<file path="src/rtl/cmbb_pkg.sv">
// Shared types and constants for the color marker bounding box block.
// No dependencies; imported by every module of the block.
package cmbb_pkg;

  localparam int CHAN_W      = 8;
  localparam int TOL_W       = 9;
  localparam int PROX_W      = 11;
  localparam int MARGIN_W    = 10;
  localparam int DIM_W       = 11;
  localparam int COLOR_W     = 24;
  localparam int EDGE_W      = 11;
  localparam int CFG_INDEX_W = 3;
  localparam int CFG_DATA_W  = 24;

  // configuration register map
  typedef enum logic [CFG_INDEX_W-1:0] {
    REG_TOLERANCE    = 3'd0,
    REG_PROXIMITY    = 3'd1,
    REG_TOP_MARGIN   = 3'd2,
    REG_BOTTOM_MARGIN = 3'd3,
    REG_FRAME_WIDTH  = 3'd4,
    REG_FRAME_HEIGHT = 3'd5,
    REG_PRIMARY      = 3'd6,
    REG_SECONDARY    = 3'd7
  } cfg_reg_t;

  typedef struct packed {
    logic [TOL_W-1:0]    tolerance;
    logic [PROX_W-1:0]   proximity;
    logic [MARGIN_W-1:0] top_margin;
    logic [MARGIN_W-1:0] bottom_margin;
    logic [DIM_W-1:0]    frame_width;
    logic [DIM_W-1:0]    frame_height;
    logic [COLOR_W-1:0]  primary;
    logic [COLOR_W-1:0]  secondary;
  } cfg_t;

  localparam cfg_t CFG_RESET = '{
    tolerance:     9'd90,
    proximity:     11'd120,
    top_margin:    10'd80,
    bottom_margin: 10'd80,
    frame_width:   11'd640,
    frame_height:  11'd480,
    primary:       24'h00FF00,
    secondary:     24'h0000FF
  };

  // per-pixel control flags carried through the queue
  typedef struct packed {
    logic first;    // clear trackers before this pixel
    logic last;     // result follows this pixel
    logic row_end;  // row advances after this pixel
  } pix_flags_t;

  function automatic logic [CHAN_W-1:0] chan_diff(input logic [CHAN_W-1:0] a,
                                                  input logic [CHAN_W-1:0] b);
    chan_diff = (a > b) ? (a - b) : (b - a);
  endfunction

endpackage

</file>
<file path="src/rtl/cmbb_front.sv">
// Front end: raster counters, color match and row window per pixel.
// Depends on cmbb_pkg.
module cmbb_front import cmbb_pkg::*; #(
  parameter int MAX_COLUMNS   = 1024,
  parameter int MAX_ROWS      = 1024,
  parameter int TARGET_COLORS = 2,
  localparam int CW = $clog2(MAX_COLUMNS),
  localparam int RW = $clog2(MAX_ROWS)
) (
  input  logic                     clk,
  input  logic                     rst,
  input  cfg_t                     cfg,
  input  logic                     accept,
  input  logic [CHAN_W-1:0]        pixel_red,
  input  logic [CHAN_W-1:0]        pixel_green,
  input  logic [CHAN_W-1:0]        pixel_blue,
  input  logic                     first_of_frame,
  input  logic                     last_of_frame,
  output logic [CW-1:0]            pix_x,
  output logic [RW-1:0]            pix_y,
  output logic [TARGET_COLORS-1:0] pix_hit,
  output pix_flags_t               pix_flags
);

  localparam int CMPW = ((CW > DIM_W) ? CW : DIM_W) + 1;
  localparam int RWW  = ((RW > DIM_W) ? RW : DIM_W) + 1;

  logic [CW-1:0] col;
  logic [RW-1:0] row;
  logic [CW-1:0] col_cur;
  logic [RW-1:0] row_cur;
  logic [CMPW-1:0] col_inc;
  logic row_end;
  logic in_window;
  logic [TARGET_COLORS-1:0] color_match;
  logic [COLOR_W-1:0] target [TARGET_COLORS];

  assign col_cur = first_of_frame ? '0 : col;
  assign row_cur = first_of_frame ? '0 : row;
  assign col_inc = CMPW'(col_cur) + CMPW'(1);
  assign row_end = (col_inc >= CMPW'(cfg.frame_width)) || (col_inc >= CMPW'(MAX_COLUMNS));

  assign in_window = (RWW'(row_cur) >= RWW'(cfg.top_margin)) &&
                     ((RWW'(row_cur) + RWW'(cfg.bottom_margin)) < RWW'(cfg.frame_height));

  always_comb begin
    for (int k = 0; k < TARGET_COLORS; k++) begin
      target[k] = (k == 0) ? cfg.primary : cfg.secondary;
      color_match[k] =
        ({1'b0, chan_diff(target[k][23:16], pixel_red)}  < cfg.tolerance) &&
        ({1'b0, chan_diff(target[k][15:8],  pixel_green)} < cfg.tolerance) &&
        ({1'b0, chan_diff(target[k][7:0],   pixel_blue)}  < cfg.tolerance);
    end
  end

  assign pix_x     = col_cur;
  assign pix_y     = row_cur;
  assign pix_hit   = in_window ? color_match : '0;
  assign pix_flags = '{first: first_of_frame, last: last_of_frame, row_end: row_end};

  always_ff @(posedge clk) begin
    if (rst) begin
      col <= '0;
      row <= '0;
    end else if (accept) begin
      if (row_end) begin
        col <= '0;
        row <= (row_cur == RW'(MAX_ROWS - 1)) ? '0 : row_cur + RW'(1);
      end else begin
        col <= col_inc[CW-1:0];
        row <= row_cur;
      end
    end
  end

endmodule

</file>
<file path="src/rtl/cmbb_queue.sv">
// Two-entry word queue between the front and back ends.
// Depends on cmbb_pkg only by convention; payload is a flat vector.
module cmbb_queue import cmbb_pkg::*; #(
  parameter int WIDTH = 8
) (
  input  logic             clk,
  input  logic             rst,
  input  logic             push,
  input  logic [WIDTH-1:0] push_data,
  output logic             can_push,
  input  logic             pop,
  output logic             has_data,
  output logic [WIDTH-1:0] pop_data
);

  logic [WIDTH-1:0] slot [2];
  logic       wr_ptr;
  logic       rd_ptr;
  logic [1:0] count;

  assign can_push = (count != 2'd2);
  assign has_data = (count != 2'd0);
  assign pop_data = slot[rd_ptr];

  always_ff @(posedge clk) begin
    if (push) begin
      slot[wr_ptr] <= push_data;
    end
  end

  always_ff @(posedge clk) begin
    if (rst) begin
      wr_ptr <= 1'b0;
      rd_ptr <= 1'b0;
      count  <= 2'd0;
    end else begin
      if (push) wr_ptr <= ~wr_ptr;
      if (pop)  rd_ptr <= ~rd_ptr;
      count <= count + {1'b0, push} - {1'b0, pop};
    end
  end

endmodule

</file>
<file path="src/rtl/cmbb_back.sv">
// Back end: per-color box trackers and the registered result word.
// Depends on cmbb_pkg.
module cmbb_back import cmbb_pkg::*; #(
  parameter int MAX_COLUMNS   = 1024,
  parameter int MAX_ROWS      = 1024,
  parameter int TARGET_COLORS = 2,
  localparam int CW = $clog2(MAX_COLUMNS),
  localparam int RW = $clog2(MAX_ROWS)
) (
  input  logic                     clk,
  input  logic                     rst,
  input  cfg_t                     cfg,
  input  logic                     q_valid,
  output logic                     q_pop,
  input  logic [CW-1:0]            q_x,
  input  logic [RW-1:0]            q_y,
  input  logic [TARGET_COLORS-1:0] q_hit,
  input  pix_flags_t               q_flags,
  output logic                     out_valid,
  input  logic                     out_ready,
  output logic                     marker_found,
  output logic                     found_color,
  output logic [EDGE_W-1:0]        left_edge,
  output logic [EDGE_W-1:0]        right_edge,
  output logic [EDGE_W-1:0]        top_edge,
  output logic [EDGE_W-1:0]        bottom_edge
);

  localparam int BW0 = (CW > DIM_W) ? CW : DIM_W;
  localparam int BW  = (RW > BW0) ? RW : BW0;
  localparam int SW  = BW + 1;

  logic          found  [TARGET_COLORS];
  logic [BW-1:0] left   [TARGET_COLORS];
  logic [BW-1:0] right  [TARGET_COLORS];
  logic [BW-1:0] top    [TARGET_COLORS];
  logic [BW-1:0] bottom [TARGET_COLORS];
  logic          halted [TARGET_COLORS];

  logic          found_c  [TARGET_COLORS];
  logic [BW-1:0] left_c   [TARGET_COLORS];
  logic [BW-1:0] right_c  [TARGET_COLORS];
  logic [BW-1:0] top_c    [TARGET_COLORS];
  logic [BW-1:0] bottom_c [TARGET_COLORS];
  logic          halted_c [TARGET_COLORS];

  logic          found_n  [TARGET_COLORS];
  logic [BW-1:0] left_n   [TARGET_COLORS];
  logic [BW-1:0] right_n  [TARGET_COLORS];
  logic [BW-1:0] top_n    [TARGET_COLORS];
  logic [BW-1:0] bottom_n [TARGET_COLORS];
  logic          halted_n [TARGET_COLORS];

  logic [TARGET_COLORS-1:0] upd_left;
  logic [TARGET_COLORS-1:0] upd_top;
  logic [TARGET_COLORS-1:0] grow;

  logic [BW-1:0] x_b;
  logic [BW-1:0] y_b;
  logic [SW-1:0] prox;

  logic              res_found;
  logic              res_color;
  logic [EDGE_W-1:0] res_left;
  logic [EDGE_W-1:0] res_right;
  logic [EDGE_W-1:0] res_top;
  logic [EDGE_W-1:0] res_bottom;

  assign x_b   = BW'(q_x);
  assign y_b   = BW'(q_y);
  assign prox  = SW'(cfg.proximity);
  assign q_pop = q_valid && (!out_valid || out_ready);

  always_comb begin
    for (int k = 0; k < TARGET_COLORS; k++) begin
      // frame start clears with the current frame size
      found_c[k]  = q_flags.first ? 1'b0 : found[k];
      left_c[k]   = q_flags.first ? BW'(cfg.frame_width) : left[k];
      right_c[k]  = q_flags.first ? '0 : right[k];
      top_c[k]    = q_flags.first ? BW'(cfg.frame_height) : top[k];
      bottom_c[k] = q_flags.first ? '0 : bottom[k];
      halted_c[k] = q_flags.first ? 1'b0 : halted[k];

      upd_left[k] = (x_b < left_c[k]) && (SW'(left_c[k] - x_b) < prox);
      upd_top[k]  = (y_b < top_c[k]) && (SW'(top_c[k] - y_b) < prox);
      // a lowered edge always passes its own proximity test
      grow[k] = (upd_left[k] || (SW'(x_b) < SW'(left_c[k]) + prox)) &&
                (upd_top[k]  || (SW'(y_b) < SW'(top_c[k]) + prox));

      found_n[k]  = found_c[k];
      left_n[k]   = left_c[k];
      right_n[k]  = right_c[k];
      top_n[k]    = top_c[k];
      bottom_n[k] = bottom_c[k];
      halted_n[k] = halted_c[k];

      if (q_hit[k] && !halted_c[k]) begin
        if (!found_c[k]) begin
          found_n[k] = 1'b1;
          if (x_b < left_c[k])   left_n[k]   = x_b;
          if (x_b > right_c[k])  right_n[k]  = x_b;
          if (y_b < top_c[k])    top_n[k]    = y_b;
          if (y_b > bottom_c[k]) bottom_n[k] = y_b;
        end else begin
          if (upd_left[k]) left_n[k] = x_b;
          if (upd_top[k])  top_n[k]  = y_b;
          if (grow[k]) begin
            if (x_b > right_c[k])  right_n[k]  = x_b;
            if (y_b > bottom_c[k]) bottom_n[k] = y_b;
          end else begin
            halted_n[k] = 1'b1;
          end
        end
      end
      if (q_flags.row_end) halted_n[k] = 1'b0;
    end
  end

  // lowest color index that has a box wins
  always_comb begin
    res_found  = 1'b0;
    res_color  = 1'b0;
    res_left   = '0;
    res_right  = '0;
    res_top    = '0;
    res_bottom = '0;
    for (int k = TARGET_COLORS - 1; k >= 0; k--) begin
      if (found_n[k]) begin
        res_found  = 1'b1;
        res_color  = (k % 2) == 1;
        res_left   = left_n[k][EDGE_W-1:0];
        res_right  = right_n[k][EDGE_W-1:0];
        res_top    = top_n[k][EDGE_W-1:0];
        res_bottom = bottom_n[k][EDGE_W-1:0];
      end
    end
  end

  always_ff @(posedge clk) begin
    if (rst) begin
      out_valid <= 1'b0;
      for (int k = 0; k < TARGET_COLORS; k++) begin
        found[k]  <= 1'b0;
        left[k]   <= BW'(CFG_RESET.frame_width);
        right[k]  <= '0;
        top[k]    <= BW'(CFG_RESET.frame_height);
        bottom[k] <= '0;
        halted[k] <= 1'b0;
      end
    end else begin
      if (q_pop) begin
        for (int k = 0; k < TARGET_COLORS; k++) begin
          found[k]  <= found_n[k];
          left[k]   <= left_n[k];
          right[k]  <= right_n[k];
          top[k]    <= top_n[k];
          bottom[k] <= bottom_n[k];
          halted[k] <= halted_n[k];
        end
      end
      if (q_pop && q_flags.last) begin
        out_valid <= 1'b1;
      end else if (out_ready) begin
        out_valid <= 1'b0;
      end
    end
  end

  always_ff @(posedge clk) begin
    if (q_pop && q_flags.last) begin
      marker_found <= res_found;
      found_color  <= res_color;
      left_edge    <= res_left;
      right_edge   <= res_right;
      top_edge     <= res_top;
      bottom_edge  <= res_bottom;
    end
  end

endmodule

</file>
<file path="src/rtl/color_marker_bounding_box.sv">
// Color marker bounding box: top level with config registers and assertions.
// Depends on cmbb_pkg, cmbb_front, cmbb_queue and cmbb_back.
//
// Usage:
//   Pixels enter on the in_valid/in_ready channel in raster order, one word
//   per pixel. first_of_frame clears the column/row counters and both box
//   trackers before its pixel; last_of_frame makes the block emit one
//   result word on out_valid/out_ready after that pixel is tracked.
//   Configuration is a plain write port (cfg_write_enable, cfg_index,
//   cfg_data); write only while no pixel is in flight.
// Throughput: one pixel per cycle unless a result word waits. The front end
//   classifies a pixel in the accept cycle; the back end updates the trackers
//   one pixel per cycle, bound by the single tracker update per color.
// Result path: a last pixel is accepted into the queue, then its tracker
//   update loads the output register that drives the result word.
// Stall: while a result word waits, the back end holds and the 2-word
//   queue keeps taking pixels until full; in_ready then drops.
// Reset: rst clears counters, queue and trackers, and loads the config
//   registers with their defaults (640x480 frame, green/blue targets).
module color_marker_bounding_box import cmbb_pkg::*; #(
  parameter int MAX_COLUMNS   = 1024,
  parameter int MAX_ROWS      = 1024,
  parameter int TARGET_COLORS = 2
) (
  input  logic                   clk,
  input  logic                   rst,
  // configuration write port
  input  logic                   cfg_write_enable,
  input  logic [CFG_INDEX_W-1:0] cfg_index,
  input  logic [CFG_DATA_W-1:0]  cfg_data,
  // pixel channel
  input  logic                   in_valid,
  output logic                   in_ready,
  input  logic [CHAN_W-1:0]      pixel_red,
  input  logic [CHAN_W-1:0]      pixel_green,
  input  logic [CHAN_W-1:0]      pixel_blue,
  input  logic                   first_of_frame,
  input  logic                   last_of_frame,
  // result channel
  output logic                   out_valid,
  input  logic                   out_ready,
  output logic                   marker_found,
  output logic                   found_color,
  output logic [EDGE_W-1:0]      left_edge,
  output logic [EDGE_W-1:0]      right_edge,
  output logic [EDGE_W-1:0]      top_edge,
  output logic [EDGE_W-1:0]      bottom_edge
);

  localparam int CW = $clog2(MAX_COLUMNS);
  localparam int RW = $clog2(MAX_ROWS);
  localparam int FLAG_W = $bits(pix_flags_t);
  localparam int QW = TARGET_COLORS + RW + CW + FLAG_W;

  cfg_t cfg;

  logic                     accept;
  logic [CW-1:0]            f_x;
  logic [RW-1:0]            f_y;
  logic [TARGET_COLORS-1:0] f_hit;
  pix_flags_t               f_flags;

  logic                     q_valid;
  logic                     q_pop;
  logic [QW-1:0]            q_word;
  logic [CW-1:0]            q_x;
  logic [RW-1:0]            q_y;
  logic [TARGET_COLORS-1:0] q_hit;
  pix_flags_t               q_flags;

  assign accept = in_valid && in_ready;

  // Config registers: written any cycle the enable is high, no read-back.
  always_ff @(posedge clk) begin
    if (rst) begin
      cfg <= CFG_RESET;
    end else if (cfg_write_enable) begin
      case (cfg_reg_t'(cfg_index))
        REG_TOLERANCE:     cfg.tolerance     <= cfg_data[TOL_W-1:0];
        REG_PROXIMITY:     cfg.proximity     <= cfg_data[PROX_W-1:0];
        REG_TOP_MARGIN:    cfg.top_margin    <= cfg_data[MARGIN_W-1:0];
        REG_BOTTOM_MARGIN: cfg.bottom_margin <= cfg_data[MARGIN_W-1:0];
        REG_FRAME_WIDTH:   cfg.frame_width   <= cfg_data[DIM_W-1:0];
        REG_FRAME_HEIGHT:  cfg.frame_height  <= cfg_data[DIM_W-1:0];
        REG_PRIMARY:       cfg.primary       <= cfg_data[COLOR_W-1:0];
        REG_SECONDARY:     cfg.secondary     <= cfg_data[COLOR_W-1:0];
        default: ;
      endcase
    end
  end

  // Front: counts raster position and tags each pixel with per-color hits.
  cmbb_front #(
    .MAX_COLUMNS  (MAX_COLUMNS),
    .MAX_ROWS     (MAX_ROWS),
    .TARGET_COLORS(TARGET_COLORS)
  ) u_front (
    .clk           (clk),
    .rst           (rst),
    .cfg           (cfg),
    .accept        (accept),
    .pixel_red     (pixel_red),
    .pixel_green   (pixel_green),
    .pixel_blue    (pixel_blue),
    .first_of_frame(first_of_frame),
    .last_of_frame (last_of_frame),
    .pix_x         (f_x),
    .pix_y         (f_y),
    .pix_hit       (f_hit),
    .pix_flags     (f_flags)
  );

  // Queue decouples pixel intake from tracker updates / result stalls.
  cmbb_queue #(
    .WIDTH(QW)
  ) u_queue (
    .clk      (clk),
    .rst      (rst),
    .push     (accept),
    .push_data({f_hit, f_y, f_x, f_flags}),
    .can_push (in_ready),
    .pop      (q_pop),
    .has_data (q_valid),
    .pop_data (q_word)
  );

  assign {q_hit, q_y, q_x, q_flags} = q_word;

  // Back: box trackers and the result register.
  cmbb_back #(
    .MAX_COLUMNS  (MAX_COLUMNS),
    .MAX_ROWS     (MAX_ROWS),
    .TARGET_COLORS(TARGET_COLORS)
  ) u_back (
    .clk         (clk),
    .rst         (rst),
    .cfg         (cfg),
    .q_valid     (q_valid),
    .q_pop       (q_pop),
    .q_x         (q_x),
    .q_y         (q_y),
    .q_hit       (q_hit),
    .q_flags     (q_flags),
    .out_valid   (out_valid),
    .out_ready   (out_ready),
    .marker_found(marker_found),
    .found_color (found_color),
    .left_edge   (left_edge),
    .right_edge  (right_edge),
    .top_edge    (top_edge),
    .bottom_edge (bottom_edge)
  );

  // A full queue must have something to drain.
  a_full_has_data: assert property (@(posedge clk) disable iff (rst)
    !in_ready |-> q_valid)
    else $error("queue full but empty");

  // A new result only follows a last-of-frame word leaving the queue.
  a_result_source: assert property (@(posedge clk) disable iff (rst)
    $rose(out_valid) |-> $past(q_pop && q_flags.last))
    else $error("result without last pixel");

  // No marker means an all-zero box.
  a_empty_result: assert property (@(posedge clk) disable iff (rst)
    (out_valid && !marker_found) |->
      (!found_color && left_edge == '0 && right_edge == '0 &&
       top_edge == '0 && bottom_edge == '0))
    else $error("empty result carries a box");

  // The back end never pops while a result is stuck.
  a_hold_on_stall: assert property (@(posedge clk) disable iff (rst)
    (out_valid && !out_ready) |-> !q_pop)
    else $error("tracker advanced during output stall");

endmodule

</file>
<file path="config.mk">
export PLATFORM = sky130hd
export DESIGN_NAME = color_marker_bounding_box
export DESIGN_NICKNAME = d
export VERILOG_FILES = /design/src/rtl/cmbb_pkg.sv /design/src/rtl/cmbb_front.sv /design/src/rtl/cmbb_queue.sv /design/src/rtl/cmbb_back.sv /design/src/rtl/color_marker_bounding_box.sv
export SDC_FILE = /design/constraint.sdc
export NUM_CORES = 1
export LEC_CHECK = 0
export BUFFER_PORTS_ARGS = -buffer_cell sky130_fd_sc_hd__buf_2
export CORE_AREA = 2 2 279 281
export DETAILED_ROUTE_END_ITERATION = 8
export DIE_AREA = 0 0 281 283
export PLACE_DENSITY = 0.6
export SKIP_CTS_REPAIR_TIMING = 1
export SYNTH_ARGS = -nofsm -noshare
export SYNTH_HDL_FRONTEND = slang
export SYNTH_SLANG_ARGS = --single-unit
</file>
<file path="constraint.sdc">
create_clock -name clk -period 5.19 [get_ports clk]
set_clock_uncertainty 0.15 [all_clocks]
set_input_delay 1.038 -clock clk [delete_from_list [all_inputs] [get_ports clk]]
set_output_delay 1.038 -clock clk [all_outputs]
set_load 0.01 [all_outputs]
</file>
==> results of run 1 <==
## per-layer routing
| metal | part of all wire (%) | track usage, % | vias to the layer above |
|---|---|---|---|
| li1 | - | - | 11181 |
| met1 | 44 | 25.9 | 10894 |
| met2 | 47 | 32.6 | 682 |
| met3 | 5.5 | 2.74 | 173 |
| met4 | 3.8 | 7.51 | 2 |
| met5 | 0.0085 | 0 | - |
## worst paths after layout
kind / depth (start not counted) / slack [ns] / to / from
setup / recovery: 23 / 0.05 / u_back.right_edge[8] / u_queue.slot[0][2]
hold / removal: 2 / 0.30 / cfg[85] / cfg[85]
setup reg to reg: 23 / 0.05 / u_back.right_edge[8] / u_queue.slot[0][2]
hold reg to reg: 2 / 0.30 / cfg[85] / cfg[85]
## final cells by class
type / instances / share of cell area, %
multi-input combinational: 2290 / 54.2
sequential: 324 / 26.1
timing repair buffer: 371 / 8.70
tap: 1040 / 4.05
clock buffer: 52 / 3.45
inverter: 216 / 2.52
clock inverter: 26 / 0.986
antenna: 2 / 0.0156
## power by group
| part | switching [W] | internal, W |
|---|---|---|
| registers | 0.000231 | 0.00341 |
| logic | 0.00535 | 0.00418 |
| clock network | 0.00126 | 0.00179 |
## cells in the final DEF (no fill, tap or decap), types with 14 or more instances in the layout
cell	instances
a211o_1	35
a211oi_1	29
a21o_1	61
a21oi_1	224
a21oi_2	31
and3_1	16
buf_2	104
buf_4	238
buf_6	14
clkbuf_16	47
dfxtp_1	135
edfxtp_1	188
fa_1	15
ha_1	346
ha_4	20
inv_1	212
mux2_2	36
mux2i_1	72
nand2_1	384
nand2_2	19
nand2b_1	23
nand3_1	75
nand3b_1	16
nand4_1	34
nor2_1	197
nor2b_1	45
nor3_1	23
o21a_1	32
o21ai_0	114
o21bai_1	16
o221ai_1	14
o22ai_1	19
or3_1	16
xnor2_1	68
xor2_1	49
## worst min-delay path, stage by stage, from the launching register on
cell     delay, ns
dfxtp_1       0.30
nand2_1       0.05
a21oi_1       0.05
## metrics by stage
stage | worst slack [ns] | total power [W]
finish | 0.0486 | 0.0162
floorplan | -0.0287 | 0.00888
detailed placement | -0.279 | 0.0117
global route | -0.159 | 0.0173
CTS | -0.244 | 0.0148
global placement | -0.217 | 0.0116
## kinds of logic (layout without fill, tap and decap cells)
logic type               Yosys count  count (layout)  share of synthesized area, %
other                              0               2                             0
AND/OR/NAND/NOR                  929             929                          16.2
XOR/XNOR                         119             119                          4.03
adder cells (fa/ha/maj)          398             398                          19.9
AO/OA/AOI/OAI                    729             729                          18.0
buffers and inverters            325             665                          4.84
flip-flops                       324             324                          32.4
multiplexers                     115             115                          4.69
## state kept, by name (all words and copies together), names as in the netlist, 11 cells and up, named ones only
register            cells
u_back.right           22
u_back.bottom_edge     11
cfg                   110
u_queue.slot           50
u_back.left_edge       11
u_back.left            22
u_back.bottom          22
u_back.top             22
u_back.top_edge        11
u_back.right_edge      11
==> flow_metrics.tcl, run 1 <==
set metrics [dict create \
    grt_pass1_vias 21738 \
    synth_commonest_cells "nand2_1 (413), ha_1 (377), a21oi_1 (261), inv_1 (216), nor2_1 (211)" \
    yosys.cell_count.top_type "nand2_1" \
    ys_ff_latch 324 \
    initialDrtViolationCount 1764 \
    synthTopCellsByArea "edfxtp_1 (22%), ha_1 (18%), dfxtp_1 (11%)" \
    fmax_ghz 0.195 \
    critical_path_class "flop to flop" \
    antenna_found_initial 3 \
    ant_nets 0 \
    cts.clk_slew.worst_paths_ns 0.06 \
    cp_top_family "compound AO/OA/AOI/OAI gates" \
    post_dp_cell_area_sq_um 29100 \
    final.setup.tns_ns 0 \
    slowest_stage "edfxtp_1" \
    dp_cells 4203 \
    hold_viol 0 \
    grt_max_degree 84 \
    yosysSeqAreaShare_pct 32.4 \
    cpPeakStageDelay_ns 0.38 \
    start_kind "flop" \
    synth_fp_nets 3395 \
    rsz0062_at_grt "true" \
    core_area_sq_um 76700 \
    yosys.area.top_type "edfxtp_1" \
    cp-end-kind "flop" \
    ctsLongestPathBuffers 3 \
    drive_above_1_share_pct 21.2 \
    nNetsFinal 3701 \
    slew_viol_final 0 \
    dp_hpwl_mm 61.0 \
    synth-main-ff-cell "edfxtp_1" \
    required_ns 5.36 \
    period_share_pct 99.1 \
    slew_headroom_pct 23.9 \
    hold_path_class "flop to flop" \
    path_max_fanout 8 \
    ff_latch_area_sq_um 8370 \
    io_pins 106 \
    min_period_ns 5.14 \
    root_buffer "clkbuf_16" \
    avgSynthCellArea_sq_um 8.79 \
    overflow 0 \
    grt_pass1_wl_mm 123 \
    netlist_instances 2939 \
    arrival_ns 5.31 \
    multi_input_area_sq_um 17400 \
    die_y_microns 283 \
    cts_sinks 324 \
    status "finished, final reports clean" \
    hold_ws_ns 0.305 \
    crit_buf_inv 4 \
    p_leak_nw 13.8 \
    worst_slew_pin_slew_ns 1.14 \
    start_util_pct 33.7 \
    die_x_microns 281 \
    avgRoutedWirePerCell_microns 19.0 \
    final_util_pct 41.9 \
    design_area_sq_um 32100 \
    synth_top_cell_area_share_pct 21.8 \
    drv_cap 0 \
    cp_cell_sequence "buf_4 -> mux2i_4 -> buf_12 -> buf_6 -> nand2_2 -> nand2_4 -> ha_4 -> nor2b_1 -> o2111ai_2 -> nand3b_1 -> o21a_1 -> nor3_1 -> a21oi_1 -> ha_1 -> a21boi_1 -> o21a_1 -> o311a_1 -> a211oi_4 -> a21o_1 -> a31oi_4 -> buf_6 -> a22oi_2 -> o221ai_1" \
    synth_warnings 0 \
    drtPass1Iterations 5 \
    vias_per_cell 5.31 \
    die_area_sq_um 79500 \
    vias 22932 \
    power_density_nw_per_um2 505 \
    syn-cell-area_sq_um 25800 \
    setup_viol 0 \
    max-vdd-ir-drop_mv 0.300 \
    synth-edff-count 188 \
    drc_errors 0 \
    std_cell_rows 102 \
    place.gp.congestion 0.952 \
    grtUsageTotal_pct 19.7 \
    wl_mm 82.2 \
    clkLatencyLatePin_ns 0.60 \
    htreeDepth 2 \
    cts_tree "built" \
    synth.distinct_cells 73 \
    area_delta_synth_final_pct 24.3 \
    port_buffers 105 \
    fill_cells 7566 \
    numCtsBuffers 42 \
    async_flop_share_pct 0 \
    stdcell_count 4321 \
]
(Power assumes the default switching activity.)
==> run 2: changes to the inputs <==
- REMOVE_ABC_BUFFERS: unset -> 1
==> flow_metrics.tcl, run 2 (synthesized netlist as in run 1, its figures left out) <==
set metrics [dict create \
    cpPeakStageDelay_ns 0.37 \
    drc_errors 1 \
    worst_slack_ns -0.00341 \
    arrival_ns 5.47 \
    path_max_fanout 9 \
    met3_usage_pct 2.86 \
    r2r-end "u_back.bottom[0][13]" \
    power_density_nw_per_um2 504 \
    cts_tree "built" \
    met1_usage_pct 27.1 \
    crit_buf_inv 7 \
    hold_path_class "flop to flop" \
    largestRegisters "cfg: 110 flops, u_queue.slot: 50 flops" \
    combPwrFrac_pct 59.6 \
    numCtsBuffers 42 \
    period_share_pct 100 \
    cpMostUsedCell "buf_6" \
    reg2reg_depth 25 \
    vias 23425 \
    slew_headroom_pct 29.4 \
    start_util_pct 33.7 \
    crit_end "u_back.bottom[0][13]" \
    start_kind "flop" \
    htreeDepth 2 \
    largest_reg_flops 110 \
    busiest_layer "met2" \
    cts.clk_slew.worst_paths_ns 0.06 \
    rrSetupSlack_ns -0.003 \
    p_int_w 0.00966 \
    drv_cap 0 \
    drtPass1Iterations 9 \
    avgRoutedWirePerCell_microns 19.5 \
    wl_mm 86.5 \
    place.gp.congestion 0.953 \
    die_area_sq_um 79500 \
    max-vdd-ir-drop_mv 0.268 \
    worst_slew_pin_slew_ns 1.05 \
    hold_start "cfg[81]" \
    stdcell_count 4446 \
    area_delta_synth_final_pct 27.7 \
    hold_viol 0 \
    fmax_ghz 0.193 \
    switching_share_pct 42.0 \
    grtUsageTotal_pct 20.9 \
    cp.depth 25 \
    drive_above_1_share_pct 23.4 \
    core_area_sq_um 76700 \
    rsz0062_at_grt "true" \
    slowest_stage "dfxtp_4" \
    ctsLongestPathBuffers 3 \
    antenna_found_initial 9 \
    overflow 0 \
    largest_register "cfg" \
    switching_power_w 0.00698 \
    clkPwrFrac_pct 18.5 \
    cp-end-kind "flop" \
    grt_pass1_wl_mm 130 \
    die_x_microns 281 \
    die_y_microns 283 \
    min_period_ns 5.19 \
    std_cell_rows 102 \
    clkLatencyLatePin_ns 0.58 \
    port_buffers 105 \
    dp_cells 4331 \
    violations "design-rule violations, negative setup slack" \
    vias_per_cell 5.27 \
    setup_viol 1 \
    cp_top_family "compound AO/OA/AOI/OAI gates" \
    root_buffer "clkbuf_16" \
    gr-usage-met2_pct 36.0 \
    p_leak_nw 14.4 \
    ant_nets 0 \
    final_cell_mix "nand2_1 (387), buf_4 (352), ha_1 (350), a21oi_1 (236), inv_1 (212)" \
    p_seq_share_pct 21.9 \
    critical_path_class "flop to flop" \
    io_pins 106 \
    final_common_cell "nand2_1" \
    place_ws_ns -0.457 \
    required_ns 5.46 \
    cts_sinks 324 \
    grt_pass1_vias 22467 \
    final_util_pct 43.0 \
    initialDrtViolationCount 1631 \
    grt_max_degree 75 \
    slew_viol_final 0 \
    dp_hpwl_mm 65.5 \
    nNetsFinal 3826 \
    status "finished, violations left" \
]
run 2: metrics by stage:
step | hold slack (ns) | setup TNS, ns | total power (W) | instance area, sq um
floorplan | 0.280 | -250.07 | 0.00874 | 25400
global placement | 0.292 | -24.42 | 0.0122 | 30100
detailed placement | 0.298 | -22.08 | 0.0123 | 30100
CTS | 0.306 | -25.38 | 0.0154 | 31500
global route | 0.327 | -6.69 | 0.0177 | 33000
finish | 0.303 | -0.00341 | 0.0166 | 33000
run 2: worst min-delay path, cell delays in order (launching register included):
cell and delay (ns):
dfxtp_1 0.31, nand2_1 0.05, a21oi_1 0.05
run 2: worst min path at each step:
stage / endpoint / slack, ns / cells past startpoint
after floorplan: cfg[81] / 0.28 / 2
after global placement: cfg[89] / 0.29 / 2
after detailed placement: cfg[89] / 0.30 / 2
after CTS: cfg[89] / 0.31 / 2
after global routing: cfg[80] / 0.33 / 2
final: cfg[81] / 0.30 / 2
run 2: per-layer routing:
layer | vias up | wire (microns) | part of all wire (%)
met1 | 11121 | 37200 | 43
met5 | - | 93 | 0.11
met3 | 158 | 4820 | 5.6
met2 | 686 | 41700 | 48
li1 | 11446 | - | -
met4 | 14 | 2700 | 3.1
run 2: layout make-up:
| type | count | area, sq um |
|---|---|---|
| Multi-Input combinational cell | 2290 | 17300 |
| Inverter | 216 | 816 |
| Clock inverter | 25 | 310 |
| Tap cell | 1040 | 1300 |
| Fill cell | 7502 | 43700 |
| Timing Repair Buffer | 496 | 3750 |
| Clock buffer | 53 | 1140 |
| Antenna cell | 2 | 5.00 |
| Sequential cell | 324 | 8370 |
run 2: power groups by stage:
stage / sequential (W) / combinational (W) / clock, W
final: 0.00364 / 0.00992 / 0.00308
after global placement: 0.00367 / 0.00853 / 0
after CTS: 0.00362 / 0.00865 / 0.00314
after detailed placement: 0.00367 / 0.00859 / 0
after floorplan: 0.00372 / 0.00502 / 0
after global routing: 0.00369 / 0.0108 / 0.00324
